[src/gap_pkg.sv]
// ----------------------------------------------------------------------------
// gap_pkg: shared types and constants for the grid path search core
// Cell addressing, cost markers and sequencer states.
// ----------------------------------------------------------------------------
package gap_pkg;
	localparam int unsigned CELL_W = 6;
	localparam int unsigned COST_W = 7;
	localparam logic [COST_W-1:0] INF_MARK = 7'd127;
	localparam logic [COST_W-1:0] NO_PRED = 7'd127;

	typedef enum logic [3:0] {
		ST_IDLE,
		ST_CLEAR,
		ST_SCAN,
		ST_SCAN_WAIT,
		ST_EXPAND,
		ST_NB_RD,
		ST_NB_WR,
		ST_TRACE_RD,
		ST_TRACE_WAIT,
		ST_EMIT_RD,
		ST_EMIT_WAIT,
		ST_OUT
	} gap_state_t;
endpackage

[src/gap_stream_if.sv]
// ----------------------------------------------------------------------------
// gap_req_if / gap_res_if: valid-ready channels of the path search core
// Request carries start and goal; result carries one path cell.
// ----------------------------------------------------------------------------
interface gap_req_if;
	logic       valid;
	logic       ready;
	logic [2:0] start_row;
	logic [2:0] start_col;
	logic [2:0] goal_row;
	logic [2:0] goal_col;
	modport source (output valid, start_row, start_col, goal_row, goal_col, input ready);
	modport sink (input valid, start_row, start_col, goal_row, goal_col, output ready);
endinterface

interface gap_res_if;
	logic       valid;
	logic       ready;
	logic       found;
	logic [2:0] cell_row;
	logic [2:0] cell_col;
	logic [5:0] step_index;
	logic       last;
	modport source (output valid, found, cell_row, cell_col, step_index, last, input ready);
	modport sink (input valid, found, cell_row, cell_col, step_index, last, output ready);
endinterface

[src/grid_astar_path_search_core.sv]
// A request is taken, then the g and predecessor tables are swept and the start
// cell seeded. Each expansion then scans the open set in f memory, picks and reads
// the best cell and visits up to four neighbours. Trace pushes the path from the
// goal back along predecessors onto a stack, and output pops it start first.
// One request at a time; the f-memory scan dominates each search. A blocked start or
// goal answers in the cycle after the request. Reset clears the map and control state.
// ----------------------------------------------------------------------------
// grid_astar_path_search_core
// A* over a 4-connected grid with memory-held g, f and predecessor tables.
// ----------------------------------------------------------------------------
module grid_astar_path_search_core
	import gap_pkg::*;
#(
	parameter int unsigned GRID_SIDE = 8
) (
	input  logic        clk,
	input  logic        arst_n,
	gap_req_if.sink     req,
	gap_res_if.source   res,
	input  logic        psel,
	input  logic        penable,
	input  logic        pwrite,
	input  logic [2:0]  paddr,
	input  logic [63:0] pwdata,
	output logic [63:0] prdata,
	output logic        pready
);
	localparam int unsigned NCELL = GRID_SIDE * GRID_SIDE;
	localparam logic [CELL_W:0] NCELL_C = (CELL_W+1)'(NCELL);
	localparam logic [2:0] SIDE_M1 = 3'(GRID_SIDE - 1);

	// configuration
	logic [63:0] map_q;
	assign pready = 1'b1;
	assign prdata = (paddr == 3'd0) ? map_q : 64'd0;
	always_ff @(posedge clk or negedge arst_n) begin
		if (!arst_n) begin
			map_q <= 64'd0;
		end else if (psel && penable && pwrite && paddr == 3'd0) begin
			map_q <= pwdata;
		end
	end

	// memories: g, predecessor, f, path stack
	logic [COST_W-1:0] g_mem [64];
	logic [COST_W-1:0] p_mem [64];
	logic [COST_W-1:0] f_mem [64];
	logic [CELL_W-1:0] stk_mem [64];
	logic              g_we, f_we, p_we, s_we;
	logic [CELL_W-1:0] g_wa, g_ra, s_wa, s_ra;
	logic [COST_W-1:0] g_wd, p_wd, f_wd;
	logic [CELL_W-1:0] s_wd;
	logic [COST_W-1:0] g_rd_q, p_rd_q, f_rd_q;
	logic [CELL_W-1:0] s_rd_q;

	always_ff @(posedge clk) begin
		if (g_we) g_mem[g_wa] <= g_wd;
		if (p_we) p_mem[g_wa] <= p_wd;
		if (f_we) f_mem[g_wa] <= f_wd;
		if (s_we) stk_mem[s_wa] <= s_wd;
		g_rd_q <= g_mem[g_ra];
		p_rd_q <= p_mem[g_ra];
		f_rd_q <= f_mem[g_ra];
		s_rd_q <= stk_mem[s_ra];
	end

	// control registers
	gap_state_t        st_q, st_d;
	logic [63:0]       open_q, open_d;
	logic [CELL_W:0]   cnt_q, cnt_d;
	logic [CELL_W-1:0] s_q, s_d, gl_q, gl_d, cur_q, cur_d, best_q, best_d;
	logic [COST_W:0]   bestf_q, bestf_d;
	logic [COST_W-1:0] ng_q, ng_d;
	logic [1:0]        dir_q, dir_d;
	logic [CELL_W-1:0] nb_q, nb_d;
	logic [CELL_W:0]   len_q, len_d;
	logic              scanv_q, scanv_d;
	logic              ov_q, ov_d, of_q, of_d, ol_q, ol_d;
	logic [2:0]        orow_q, orow_d, ocol_q, ocol_d;
	logic [CELL_W-1:0] ostep_q, ostep_d;

	function automatic logic [CELL_W-1:0] cidx(input logic [2:0] r, input logic [2:0] c);
		cidx = CELL_W'(r) * CELL_W'(GRID_SIDE) + CELL_W'(c);
	endfunction

	// row from cell index by comparing against the row starts
	function automatic logic [2:0] crow(input logic [CELL_W-1:0] i);
		crow = 3'd0;
		for (int unsigned k = 1; k < 8; k++)
			if (k < GRID_SIDE && i >= CELL_W'(k * GRID_SIDE))
				crow = 3'(k);
	endfunction

	function automatic logic [2:0] ccol(input logic [CELL_W-1:0] i);
		ccol = 3'(i - CELL_W'(CELL_W'(crow(i)) * CELL_W'(GRID_SIDE)));
	endfunction

	function automatic logic [3:0] adist(input logic [2:0] a, input logic [2:0] b);
		adist = (a > b) ? 4'(a - b) : 4'(b - a);
	endfunction

	logic       nb_ok;
	logic [2:0] nr, nc, cr, cc, gr, gcl;
	assign cr  = crow(cur_q);
	assign cc  = ccol(cur_q);
	assign gr  = crow(gl_q);
	assign gcl = ccol(gl_q);

	always_comb begin
		nr = cr;
		nc = cc;
		nb_ok = 1'b1;
		case (dir_q)
			2'd0: begin
				nb_ok = (cr != 3'd0);
				nr = cr - 3'd1;
			end
			2'd1: begin
				nb_ok = (cr != SIDE_M1);
				nr = cr + 3'd1;
			end
			2'd2: begin
				nb_ok = (cc != 3'd0);
				nc = cc - 3'd1;
			end
			default: begin
				nb_ok = (cc != SIDE_M1);
				nc = cc + 3'd1;
			end
		endcase
		nb_ok = nb_ok && map_q[cidx(nr, nc)];
	end

	logic ok_s, ok_g;
	assign ok_s = ({1'b0, req.start_row} < 4'(GRID_SIDE))
		&& ({1'b0, req.start_col} < 4'(GRID_SIDE))
		&& map_q[cidx(req.start_row, req.start_col)];
	assign ok_g = ({1'b0, req.goal_row} < 4'(GRID_SIDE))
		&& ({1'b0, req.goal_col} < 4'(GRID_SIDE))
		&& map_q[cidx(req.goal_row, req.goal_col)];

	always_ff @(posedge clk or negedge arst_n) begin
		if (!arst_n) begin
			st_q <= ST_IDLE;
			open_q <= '0;
			cnt_q <= '0;
			s_q <= '0;
			gl_q <= '0;
			cur_q <= '0;
			best_q <= '0;
			bestf_q <= '0;
			ng_q <= '0;
			dir_q <= '0;
			nb_q <= '0;
			len_q <= '0;
			scanv_q <= 1'b0;
			ov_q <= 1'b0;
			of_q <= 1'b0;
			ol_q <= 1'b0;
			orow_q <= '0;
			ocol_q <= '0;
			ostep_q <= '0;
		end else begin
			st_q <= st_d;
			open_q <= open_d;
			cnt_q <= cnt_d;
			s_q <= s_d;
			gl_q <= gl_d;
			cur_q <= cur_d;
			best_q <= best_d;
			bestf_q <= bestf_d;
			ng_q <= ng_d;
			dir_q <= dir_d;
			nb_q <= nb_d;
			len_q <= len_d;
			scanv_q <= scanv_d;
			ov_q <= ov_d;
			of_q <= of_d;
			ol_q <= ol_d;
			orow_q <= orow_d;
			ocol_q <= ocol_d;
			ostep_q <= ostep_d;
		end
	end

	assign req.ready      = (st_q == ST_IDLE) && !ov_q;
	assign res.valid      = ov_q;
	assign res.found      = of_q;
	assign res.cell_row   = orow_q;
	assign res.cell_col   = ocol_q;
	assign res.step_index = ostep_q;
	assign res.last       = ol_q;

	always_comb begin
		st_d = st_q; open_d = open_q; cnt_d = cnt_q; s_d = s_q; gl_d = gl_q;
		cur_d = cur_q; best_d = best_q; bestf_d = bestf_q; ng_d = ng_q;
		dir_d = dir_q; nb_d = nb_q; len_d = len_q; scanv_d = 1'b0;
		ov_d = ov_q; of_d = of_q; ol_d = ol_q; orow_d = orow_q; ocol_d = ocol_q;
		ostep_d = ostep_q;
		g_we = 1'b0; p_we = 1'b0; f_we = 1'b0; s_we = 1'b0;
		g_wa = '0; g_ra = '0; s_wa = '0; s_ra = '0;
		g_wd = INF_MARK; p_wd = NO_PRED; f_wd = '0; s_wd = '0;
		if (ov_q && res.ready) ov_d = 1'b0;
		case (st_q)
			ST_IDLE: begin
				if (req.valid && req.ready) begin
					if (!ok_s || !ok_g) begin
						ov_d = 1'b1; of_d = 1'b0; ol_d = 1'b1;
						orow_d = '0; ocol_d = '0; ostep_d = '0;
					end else begin
						s_d = cidx(req.start_row, req.start_col);
						gl_d = cidx(req.goal_row, req.goal_col);
						cnt_d = '0;
						st_d = ST_CLEAR;
					end
				end
			end
			ST_CLEAR: begin
				// sweep g and predecessor, seeding the start cell's g and f, then open it
				g_wa = cnt_q[CELL_W-1:0];
				g_we = 1'b1; p_we = 1'b1;
				if (cnt_q[CELL_W-1:0] == s_q) begin
					g_wd = '0;
					f_we = 1'b1;
					f_wd = COST_W'(adist(crow(s_q), gr) + adist(ccol(s_q), gcl));
				end
				cnt_d = cnt_q + 1'b1;
				if (cnt_q == 7'd63) begin
					open_d = 64'd1 << s_q;
					cnt_d = '0;
					bestf_d = 8'hff;
					st_d = ST_SCAN;
				end
			end
			ST_SCAN: begin
				// walk f memory; compare the previous read
				g_ra = cnt_q[CELL_W-1:0];
				scanv_d = (cnt_q < NCELL_C) && open_q[cnt_q[CELL_W-1:0]];
				if (scanv_q && {1'b0, f_rd_q} < bestf_q) begin
					bestf_d = {1'b0, f_rd_q};
					best_d = cur_q;
				end
				cur_d = cnt_q[CELL_W-1:0];
				cnt_d = cnt_q + 1'b1;
				if (cnt_q == NCELL_C) st_d = ST_SCAN_WAIT;
				if (open_q == 64'd0) begin
					ov_d = 1'b1; of_d = 1'b0; ol_d = 1'b1;
					orow_d = '0; ocol_d = '0; ostep_d = '0;
					st_d = ST_IDLE;
				end
			end
			ST_SCAN_WAIT: begin
				cur_d = best_q;
				g_ra = best_q;
				if (best_q == gl_q) begin
					cur_d = gl_q;
					len_d = '0;
					st_d = ST_TRACE_RD;
				end else begin
					open_d[best_q] = 1'b0;
					st_d = ST_EXPAND;
				end
			end
			ST_EXPAND: begin
				ng_d = g_rd_q + 1'b1;
				dir_d = '0;
				st_d = ST_NB_RD;
			end
			ST_NB_RD: begin
				nb_d = cidx(nr, nc);
				g_ra = cidx(nr, nc);
				if (nb_ok) st_d = ST_NB_WR;
				else if (dir_q == 2'd3) begin
					cnt_d = '0; bestf_d = 8'hff; st_d = ST_SCAN;
				end else dir_d = dir_q + 1'b1;
			end
			ST_NB_WR: begin
				g_wa = nb_q;
				if (ng_q < g_rd_q) begin
					g_we = 1'b1; p_we = 1'b1; f_we = 1'b1;
					g_wd = ng_q;
					p_wd = {1'b0, cur_q};
					f_wd = ng_q + COST_W'(adist(nr, gr) + adist(nc, gcl));
					open_d[nb_q] = 1'b1;
				end
				if (dir_q == 2'd3) begin
					cnt_d = '0; bestf_d = 8'hff; st_d = ST_SCAN;
				end else begin
					dir_d = dir_q + 1'b1; st_d = ST_NB_RD;
				end
			end
			ST_TRACE_RD: begin
				g_ra = cur_q;
				s_we = 1'b1; s_wa = len_q[CELL_W-1:0]; s_wd = cur_q;
				len_d = len_q + 1'b1;
				if (cur_q == s_q || len_q == 7'd63) st_d = ST_EMIT_RD;
				else st_d = ST_TRACE_WAIT;
				cnt_d = '0;
			end
			ST_TRACE_WAIT: begin
				if (p_rd_q[COST_W-1]) st_d = ST_EMIT_RD;
				else begin
					cur_d = p_rd_q[CELL_W-1:0];
					st_d = ST_TRACE_RD;
				end
			end
			ST_EMIT_RD: begin
				s_ra = CELL_W'(len_q - 1'b1 - cnt_q);
				if (!ov_q || res.ready) st_d = ST_EMIT_WAIT;
			end
			ST_EMIT_WAIT: begin
				ov_d = 1'b1; of_d = 1'b1;
				orow_d = crow(s_rd_q); ocol_d = ccol(s_rd_q);
				ostep_d = cnt_q[CELL_W-1:0];
				ol_d = (cnt_q + 1'b1 == len_q);
				cnt_d = cnt_q + 1'b1;
				st_d = (cnt_q + 1'b1 == len_q) ? ST_IDLE : ST_OUT;
			end
			ST_OUT: begin
				if (res.ready) st_d = ST_EMIT_RD;
			end
			default: st_d = ST_IDLE;
		endcase
	end

`ifndef SYNTH
	a_out_hold: assert property (@(posedge clk) disable iff (!arst_n)
		res.valid && !res.ready |=> res.valid && $stable(res.step_index))
		else $error("result dropped while stalled");
	a_nf_zero: assert property (@(posedge clk) disable iff (!arst_n)
		res.valid && !res.found |-> res.last && res.step_index == 6'd0)
		else $error("failure result malformed");
	a_busy: assert property (@(posedge clk) disable iff (!arst_n)
		st_q != ST_IDLE |-> !req.ready)
		else $error("request taken while busy");
`endif
endmodule

[src/flat_wrapper.sv]
// flat-port wrapper written by rule: the top's interface ports become plain ports
module grid_astar_path_search_core_flat import gap_pkg::*;
#(
	parameter int unsigned GRID_SIDE = 8
)
  (clk, arst_n, psel, penable, pwrite, paddr, pwdata, prdata, pready, req_valid, req_start_row, req_start_col, req_goal_row, req_goal_col, req_ready, res_valid, res_found, res_cell_row, res_cell_col, res_step_index, res_last, res_ready);
  gap_req_if req_i ();
  gap_res_if res_i ();
  input  logic clk;
  input  logic arst_n;
  input  logic psel;
  input  logic penable;
  input  logic pwrite;
  input  logic [2:0] paddr;
  input  logic [63:0] pwdata;
  output logic [63:0] prdata;
  output logic pready;
  input wire logic [$bits(req_i.valid)-1:0] req_valid;
  input wire logic [$bits(req_i.start_row)-1:0] req_start_row;
  input wire logic [$bits(req_i.start_col)-1:0] req_start_col;
  input wire logic [$bits(req_i.goal_row)-1:0] req_goal_row;
  input wire logic [$bits(req_i.goal_col)-1:0] req_goal_col;
  output wire logic [$bits(req_i.ready)-1:0] req_ready;
  output wire logic [$bits(res_i.valid)-1:0] res_valid;
  output wire logic [$bits(res_i.found)-1:0] res_found;
  output wire logic [$bits(res_i.cell_row)-1:0] res_cell_row;
  output wire logic [$bits(res_i.cell_col)-1:0] res_cell_col;
  output wire logic [$bits(res_i.step_index)-1:0] res_step_index;
  output wire logic [$bits(res_i.last)-1:0] res_last;
  input wire logic [$bits(res_i.ready)-1:0] res_ready;
  assign req_i.valid = req_valid;
  assign req_i.start_row = req_start_row;
  assign req_i.start_col = req_start_col;
  assign req_i.goal_row = req_goal_row;
  assign req_i.goal_col = req_goal_col;
  assign req_ready = req_i.ready;
  assign res_valid = res_i.valid;
  assign res_found = res_i.found;
  assign res_cell_row = res_i.cell_row;
  assign res_cell_col = res_i.cell_col;
  assign res_step_index = res_i.step_index;
  assign res_last = res_i.last;
  assign res_i.ready = res_ready;
  grid_astar_path_search_core #(.GRID_SIDE(GRID_SIDE)) u_core (.clk(clk), .arst_n(arst_n), .req(req_i), .res(res_i), .psel(psel), .penable(penable), .pwrite(pwrite), .paddr(paddr), .pwdata(pwdata), .prdata(prdata), .pready(pready));
endmodule
[config.mk]
export PLATFORM = sky130hd
export DESIGN_NAME = grid_astar_path_search_core_flat
export DESIGN_NICKNAME = d
export VERILOG_FILES = /design/src/gap_pkg.sv /design/src/gap_stream_if.sv /design/src/grid_astar_path_search_core.sv /design/src/flat_wrapper.sv
export SDC_FILE = /design/constraint.sdc
export NUM_CORES = 2
export LEC_CHECK = 0
export ABC_AREA = 1
export BUFFER_PORTS_ARGS = -buffer_cell sky130_fd_sc_hd__buf_2
export CORE_MARGIN = 8
export CORE_UTILIZATION = 50
export DETAILED_ROUTE_END_ITERATION = 12
export PLACE_DENSITY = 0.66
export SLEW_MARGIN = 20
export SYNTH_ARGS = -nofsm -noshare
export SYNTH_HDL_FRONTEND = slang
export SYNTH_SLANG_ARGS = --single-unit
[constraint.sdc]
create_clock -name clk -period 13.2 [get_ports clk]
set_input_delay 0.66 -clock clk [delete_from_list [all_inputs] [get_ports clk]]
set_output_delay 0.66 -clock clk [all_outputs]
set_load 0.005 [all_outputs]
# --- After elaboration in Yosys (flattened, before gate mapping) ---
# Memory sizes are Yosys's and may differ from the RTL's. A register that Yosys moved wholly into a read port is not among the register bits.
# Index checks and enable logic that the tools add are counted.
word_totals:
  mem_bits_ro: 0
  latchBits: 0
  out_inout_bits: 81
  input_bits: 86
  mem_count: 4
  ram_bits: 1728
  regBits: 209
  word_cells: 315
classes:
  addsub: 28
  n_bitwise: 4
  n_mux: 135
  shifts: 1
  magnitude_cmp: 43
  div: 0
  reduce_logical: 42
  n_mul: 0
  eq_ne: 38
memory_table:
  columns: ["name", "depth", "word_bits", "rd", "rd_clocked_by_memory_dff", "wr", "line_no", "text"]
  rows:
  - ["u_core.f_mem", 64, 7, 1, 1, 1, "grid_astar_path_search_core.sv:47", "logic [COST_W-1:0] f_mem [64];"]
  - ["u_core.g_mem", 64, 7, 1, 1, 1, "grid_astar_path_search_core.sv:45", "logic [COST_W-1:0] g_mem [64];"]
  - ["u_core.p_mem", 64, 7, 1, 1, 1, "grid_astar_path_search_core.sv:46", "logic [COST_W-1:0] p_mem [64];"]
  - ["u_core.stk_mem", 64, 6, 1, 1, 1, "grid_astar_path_search_core.sv:48", "logic [CELL_W-1:0] stk_mem [64];"]
ops:
  columns: ["op", "n"]
  rows:
  - ["64-bit two-way mux", 4]
  - ["64-bit one-hot mux with 3 select lines", 1]
  - ["6-bit >= comparator (second input constant)", 16]
  - ["7-bit two-way mux", 12]
  - ["3-bit two-way mux", 26]
  - ["64-bit AND", 1]
  - ["64-bit logical NOT", 1]
  - ["64-bit inverter", 1]
  - ["64-bit OR", 1]
  - ["1-bit by 6-bit left shift with 64-bit output (first input constant)", 1]
  - ["4-bit two-way mux", 15]
  - ["6-bit by 5-bit >= comparator with 1-bit output (second input constant)", 8]
  - ["6-bit two-way mux", 8]
  - ["4-bit one-hot mux with 12 select lines", 1]
  - ["6-bit by 7-bit < comparator with 1-bit output (second input constant)", 6]
  - ["7-bit one-hot mux with 2 select lines", 3]
  - ["7-bit one-hot mux with 6 select lines", 1]
  - ["6-bit one-hot mux with 3 select lines", 2]
  - ["8-bit two-way mux", 4]
  - ["8-bit one-hot mux with 4 select lines", 1]
  - ["3-bit by 3-bit subtractor with 4-bit output", 8]
  - ["1-bit two-way mux", 31]
  - ["1-bit binary-select mux with 6-bit select", 4]
  - ["6-bit by 4-bit >= comparator with 1-bit output (second input constant)", 4]
  - ["53 further kinds", 131]

# --- Logic depth before layout (Yosys ltp) ---
logic_depth:
  word_depth: 16
  mapped_depth: 26
  depth_no_buf: 25

# --- Least setup slack after synthesis ---
# OpenSTA, ideal clock, no wires.
synth_path:
  path_kind: "register -> register"
  start: "reg u_core.dir_q[0]"
  end: "mem u_core.f_mem[0][3] (data pin)"
  t_arrival_ps: 6451
  period_less_slack_ps: 7153
  setup_ps: 702
  required_ps: 12498
  setup_slack_ps: 6047
  n_path_buf: 0
  stages_incl_launch_ff: 17
  path_cell_list: "dfrtp_1 > ha_1 > fa_1 > inv_1 > o21ai_1 > fa_1 > inv_1 > fa_1 > o21ai_0 > mux2i_1 > fa_1 > xor2_1 > ha_1 > nand3_1 > and2_1 > xor2_1 > o21ai_0"
synth_between:
  elab_chain_len: 9
  word_cells_on_any_way: 18
  classes_between: "add/sub: 6; order compare: 2; eq/ne: 2; mux: 6; reduce/logical: 2"
synth_rtl:
  columns: ["item", "line_no", "text"]
  rows:
  - ["from (decl)", "grid_astar_path_search_core.sv:74", "logic [1:0] dir_q, dir_d;"]
  - ["from (signal assigned)", "grid_astar_path_search_core.sv:173", "dir_q <= dir_d;"]
  - ["2-bit by 1-bit == test with 1-bit output or 2-bit logical NOT (tied branches)", "grid_astar_path_search_core.sv:113", "case (dir_q)"]
  - ["2-bit OR reduction (no line)", null, null]
  - ["3-bit one-hot mux with 2 select lines", "grid_astar_path_search_core.sv:113", null]
  - ["3-bit by 3-bit subtractor with 4-bit output or 3-bit greater-than comparator (tied branches)", "grid_astar_path_search_core.sv:99", "adist = (a > b) ? 4'(a - b) : 4'(b - a);"]
  - ["4-bit two-way mux", "grid_astar_path_search_core.sv:99", null]
  - ["4-bit by 4-bit adder with 5-bit output *", "grid_astar_path_search_core.sv:283", "f_wd = ng_q + COST_W'(adist(nr, gr) + adist(nc, gcl));"]
  - ["7-bit adder *", "grid_astar_path_search_core.sv:283", null]
  - ["7-bit two-way mux *", "grid_astar_path_search_core.sv:279", "if (ng_q < g_rd_q) begin"]
  - ["7-bit one-hot mux with 2 select lines *", "grid_astar_path_search_core.sv:204", "case (st_q)"]
  - ["net u_core.f_wd[3]", "grid_astar_path_search_core.sv:51", "logic [COST_W-1:0] g_wd, p_wd, f_wd;"]
  - ["to (decl)", "grid_astar_path_search_core.sv:47", null]
# The timed path passes the listed nets; every way through them passes the cells marked *.

# --- Worst setup path in the final report ---
layout_path:
  start: "reg u_core.dir_q[1]"
  end: "mem u_core.f_mem[21][6] (data pin)"
# Same word-level chain as after synthesis.

==> results.json <==
{
  "syn_avg_cell_area_sq_um": 10.1,
  "critPathKind": "register to register",
  "synth_top_area_share_pct": 56.7,
  "post-cts-setup-buffers": 0,
  "wl_per_cell_um": 22.9,
  "die_w_um": 444,
  "htree_num_levels": 4,
  "critPathSlowestCell": "nand2_1",
  "setup_ws_ps": 6580,
  "final_cell_mix": "1,728 x edfxtp_1, 1,570 x nand3_1, 1,556 x nand2_1",
  "cts_sinks": 1964,
  "slowest_delay_ps": 840,
  "layout-drive-gt1-share_pct": 8.03,
  "outcome": "complete, no violations",
  "placed_cell_area_sq_um": 94500,
  "worst_slew_pin_slew_ps": 1240,
  "grt_pass1_wl_um": 400000,
  "nets": 9175,
  "r2r_end": "u_core.f_mem[21][6]",
  "max-slew-margin-rel_pct": 17.2,
  "finalSetupViolCount": 0,
  "crit_end": "u_core.f_mem[21][6]",
  "fp.dieH_um": 444,
  "ff_latch_area_sq_um": 57700,
  "cts_tree": "yes",
  "numCtsBuffers": 202,
  "crit_start": "u_core.dir_q[1]",
  "ant_nets": 0,
  "io_buffer_count": 165,
  "drt_wl_total_um": 265000,
  "globalplace.congestion": 0.902,
  "crit-reg2reg-launch": "u_core.dir_q[1]",
  "start_util_pct": 50.2,
  "ff2ff_setup_slack_ps": 6580,
  "finalCritPeriodShare_pct": 50.1,
  "synth-seq-cells": 1964,
  "antenna_found_initial": 3,
  "finalSetupTns_ps": 0,
  "yosys-top-cells-area": "edfxtp_1 57%, nand3_1 8.6%, nand2_1 6.4%",
  "grt.total_usage_pct": 26.0,
  "pre_cts_ws_ps": 6650,
  "p_leak_nw": 38.3,
  "drtIter0Drc": 8234,
  "root_buffer": "clkbuf_16",
  "synthArstFlopShare_pct": 10.6,
  "insertion_delay_ps": 850,
  "final_common_cell": "edfxtp_1",
  "fin_area_sq_um": 101000,
  "multi_input_area_sq_um": 27900,
  "power.density_nw_per_um2": 199,
  "path_common_cell": "nand2_1",
  "vias": 67600,
  "vdd_drop_max_uv": 307,
  "fill_cells": 15500,
  "ys_types": 53,
  "hold_viol": 0,
  "syn-num-nets": 9196,
  "start_kind": "register",
  "grt_setup_unrepaired": "no",
  "final.min_clock_period_ps": 6620,
  "core_sq_um": 182000,
  "clock_skew_ps": 51.1,
  "path_clk_slew_ps": 60,
  "rows": 157,
  "ioPinCount": 167,
  "drt_first_pass_iters": 8,
  "cp_max_fo": 64,
  "worstRegToRegCells": 25,
  "yosys.area.top_type": "edfxtp_1",
  "crit_required_ps": 13690,
  "viasPerCell": 5.84,
  "path_delay_family": "adder cells",
  "ys_seq_area_share_pct": 63.0,
  "worst_ep_arrival_time_ps": 7100,
  "max_freq_mhz": 151,
  "grt-ovfl-total": 0,
  "drt_drc_violations_left": 0,
  "synth_area_sq_um": 91600,
  "grt_max_degree": 217,
  "final_max_slew_viol_count": 0,
  "syn_inst": 9030,
  "synth-edff-count": 1728,
  "area_growth_pct": 10.3,
  "yosys_warnings": 0,
  "path_depth": 25,
  "crit_path_end_kind": "register",
  "cts_buffer_depth": 3,
  "dieArea_sq_um": 197000,
  "ys.flop_type": "edfxtp_1",
  "crit_buf_inv": 4,
  "grt_pass1_vias": 64800,
  "dp_hpwl_um": 157000,
  "max-cap-violations": 0,
  "hold_class": "input port to register"
}
## Yosys cell counts, types with 17 or more instances
master and n:
a21oi_1 217, buf_1 47, buf_2 190, clkbuf_1 307, dfrtp_1 209, dfxtp_1 27, edfxtp_1 1728, fa_1 18
ha_1 62, inv_1 1003, inv_2 21, nand2_1 1566, nand3_1 1572, nand3b_1 443, nand4_1 33, nor2_1 543
nor3_1 40, nor4_1 17, o211ai_1 96, o21ai_0 492, o21ai_1 30, o221ai_1 51, o22ai_1 42, or2_0 37
or2_1 111, or2_2 39, xor2_1 26
## metrics by stage
step	instances	hold slack, ps	utilization, %	power [mW]
2_1_floorplan	9030	364	-	12.1
3_3_place_gp	11200	431	51.8	14.5
3_5_place_dp	11200	426	51.8	14.6
4_1_cts	11600	1.30	55.3	20.0
5_1_grt	11600	36.2	55.3	21.1
6_report	11600	52.9	55.3	20.1
## how the worst min path moves through the flow
stage	start	endpoint	slack [ps]	cells after the start
after floorplan	arst_n	u_core.best_q[0]	360	0
after global placement	u_core.s_rd_q[1]	u_core.res.cell_col[1]	430	2
after detailed placement	u_core.s_rd_q[4]	u_core.res.cell_row[1]	430	2
after CTS	pwdata[54]	u_core.map_q[54]	1	3
after global routing	pwdata[56]	u_core.map_q[56]	40	3
final	pwdata[44]	u_core.map_q[44]	50	3
## timing repair
item / in CTS / in global routing
gates resized for setup: 0 / 0
endpoints found under the setup margin: 0 / 0
hold buffers: 15 / 0
endpoints found under the hold margin: 97 / 0
## metal layers
metal / global-route usage [%] / part of all wire, %
met1: 36.0 / 41
met4: 9.55 / 3.9
met2: 41.5 / 46
met5: 0 / 0
met3: 4.36 / 8.8
## cell type report
class                           instances  area share, %
Multi-Input combinational cell       5473           27.7
Antenna cell                            2        0.00496
Clock inverter                        107          0.947
Timing Repair Buffer                  335           2.17
Inverter                             1033           3.85
Sequential cell                      1964           57.1
Tap cell                             2385           2.95
Clock buffer                          270           5.32
## cells by family (layout without fill, tap and decap cells)
kind of cell / count (synthesis) / after routing / share of synthesized area (%)
simple gates: 4411 / 4411 / 22.8
xor+xnor: 30 / 30 / 0.295
buf+inv: 1593 / 1745 / 6.86
compound gates: 947 / 947 / 5.76
mux: 4 / 4 / 0.0437
fa+ha+maj: 80 / 80 / 1.24
other cells: 1 / 3 / 0.00410
flops: 1964 / 1964 / 63.0
## where the power goes
part | switching (mW) | leakage [nW] | internal [mW]
clock network | 2.44 | 3.09 | 3.05
registers | 0.350 | 18.8 | 7.23
logic | 5.04 | 16.5 | 1.98
## registers in the layout, indices dropped and copies added (netlist names), 7 cells and up
register,flops
u_core.map_q,64
u_core.p_mem,448
u_core.open_q,64
u_core.f_mem,448
u_core.stk_mem,384
u_core.f_rd_q,7
u_core.len_q,7
u_core.bestf_q,8
u_core.ng_q,7
u_core.p_rd_q,7
u_core.g_rd_q,7
u_core.cnt_q,7
u_core.g_mem,448
## worst register-to-register path, cell delays in order, from the launching register on
cell and delay [ps]:
dfrtp_1 390, inv_1 80, ha_1 290, nor2_4 300, nand2_1 200, nand2_1 840
ha_1 360, fa_1 190, inv_1 60, fa_1 380, o21ai_0 240, nand2_1 100
o21ai_0 110, inv_1 80, ha_1 330, a21oi_1 150, nand2_1 80, xor2_1 150
ha_1 350, nand2_1 70, o21ai_0 400, nand2_1 100, a21oi_1 180, xor2_1 400
nor2_4 70, buf_4 340
(Power assumes the default switching activity.)
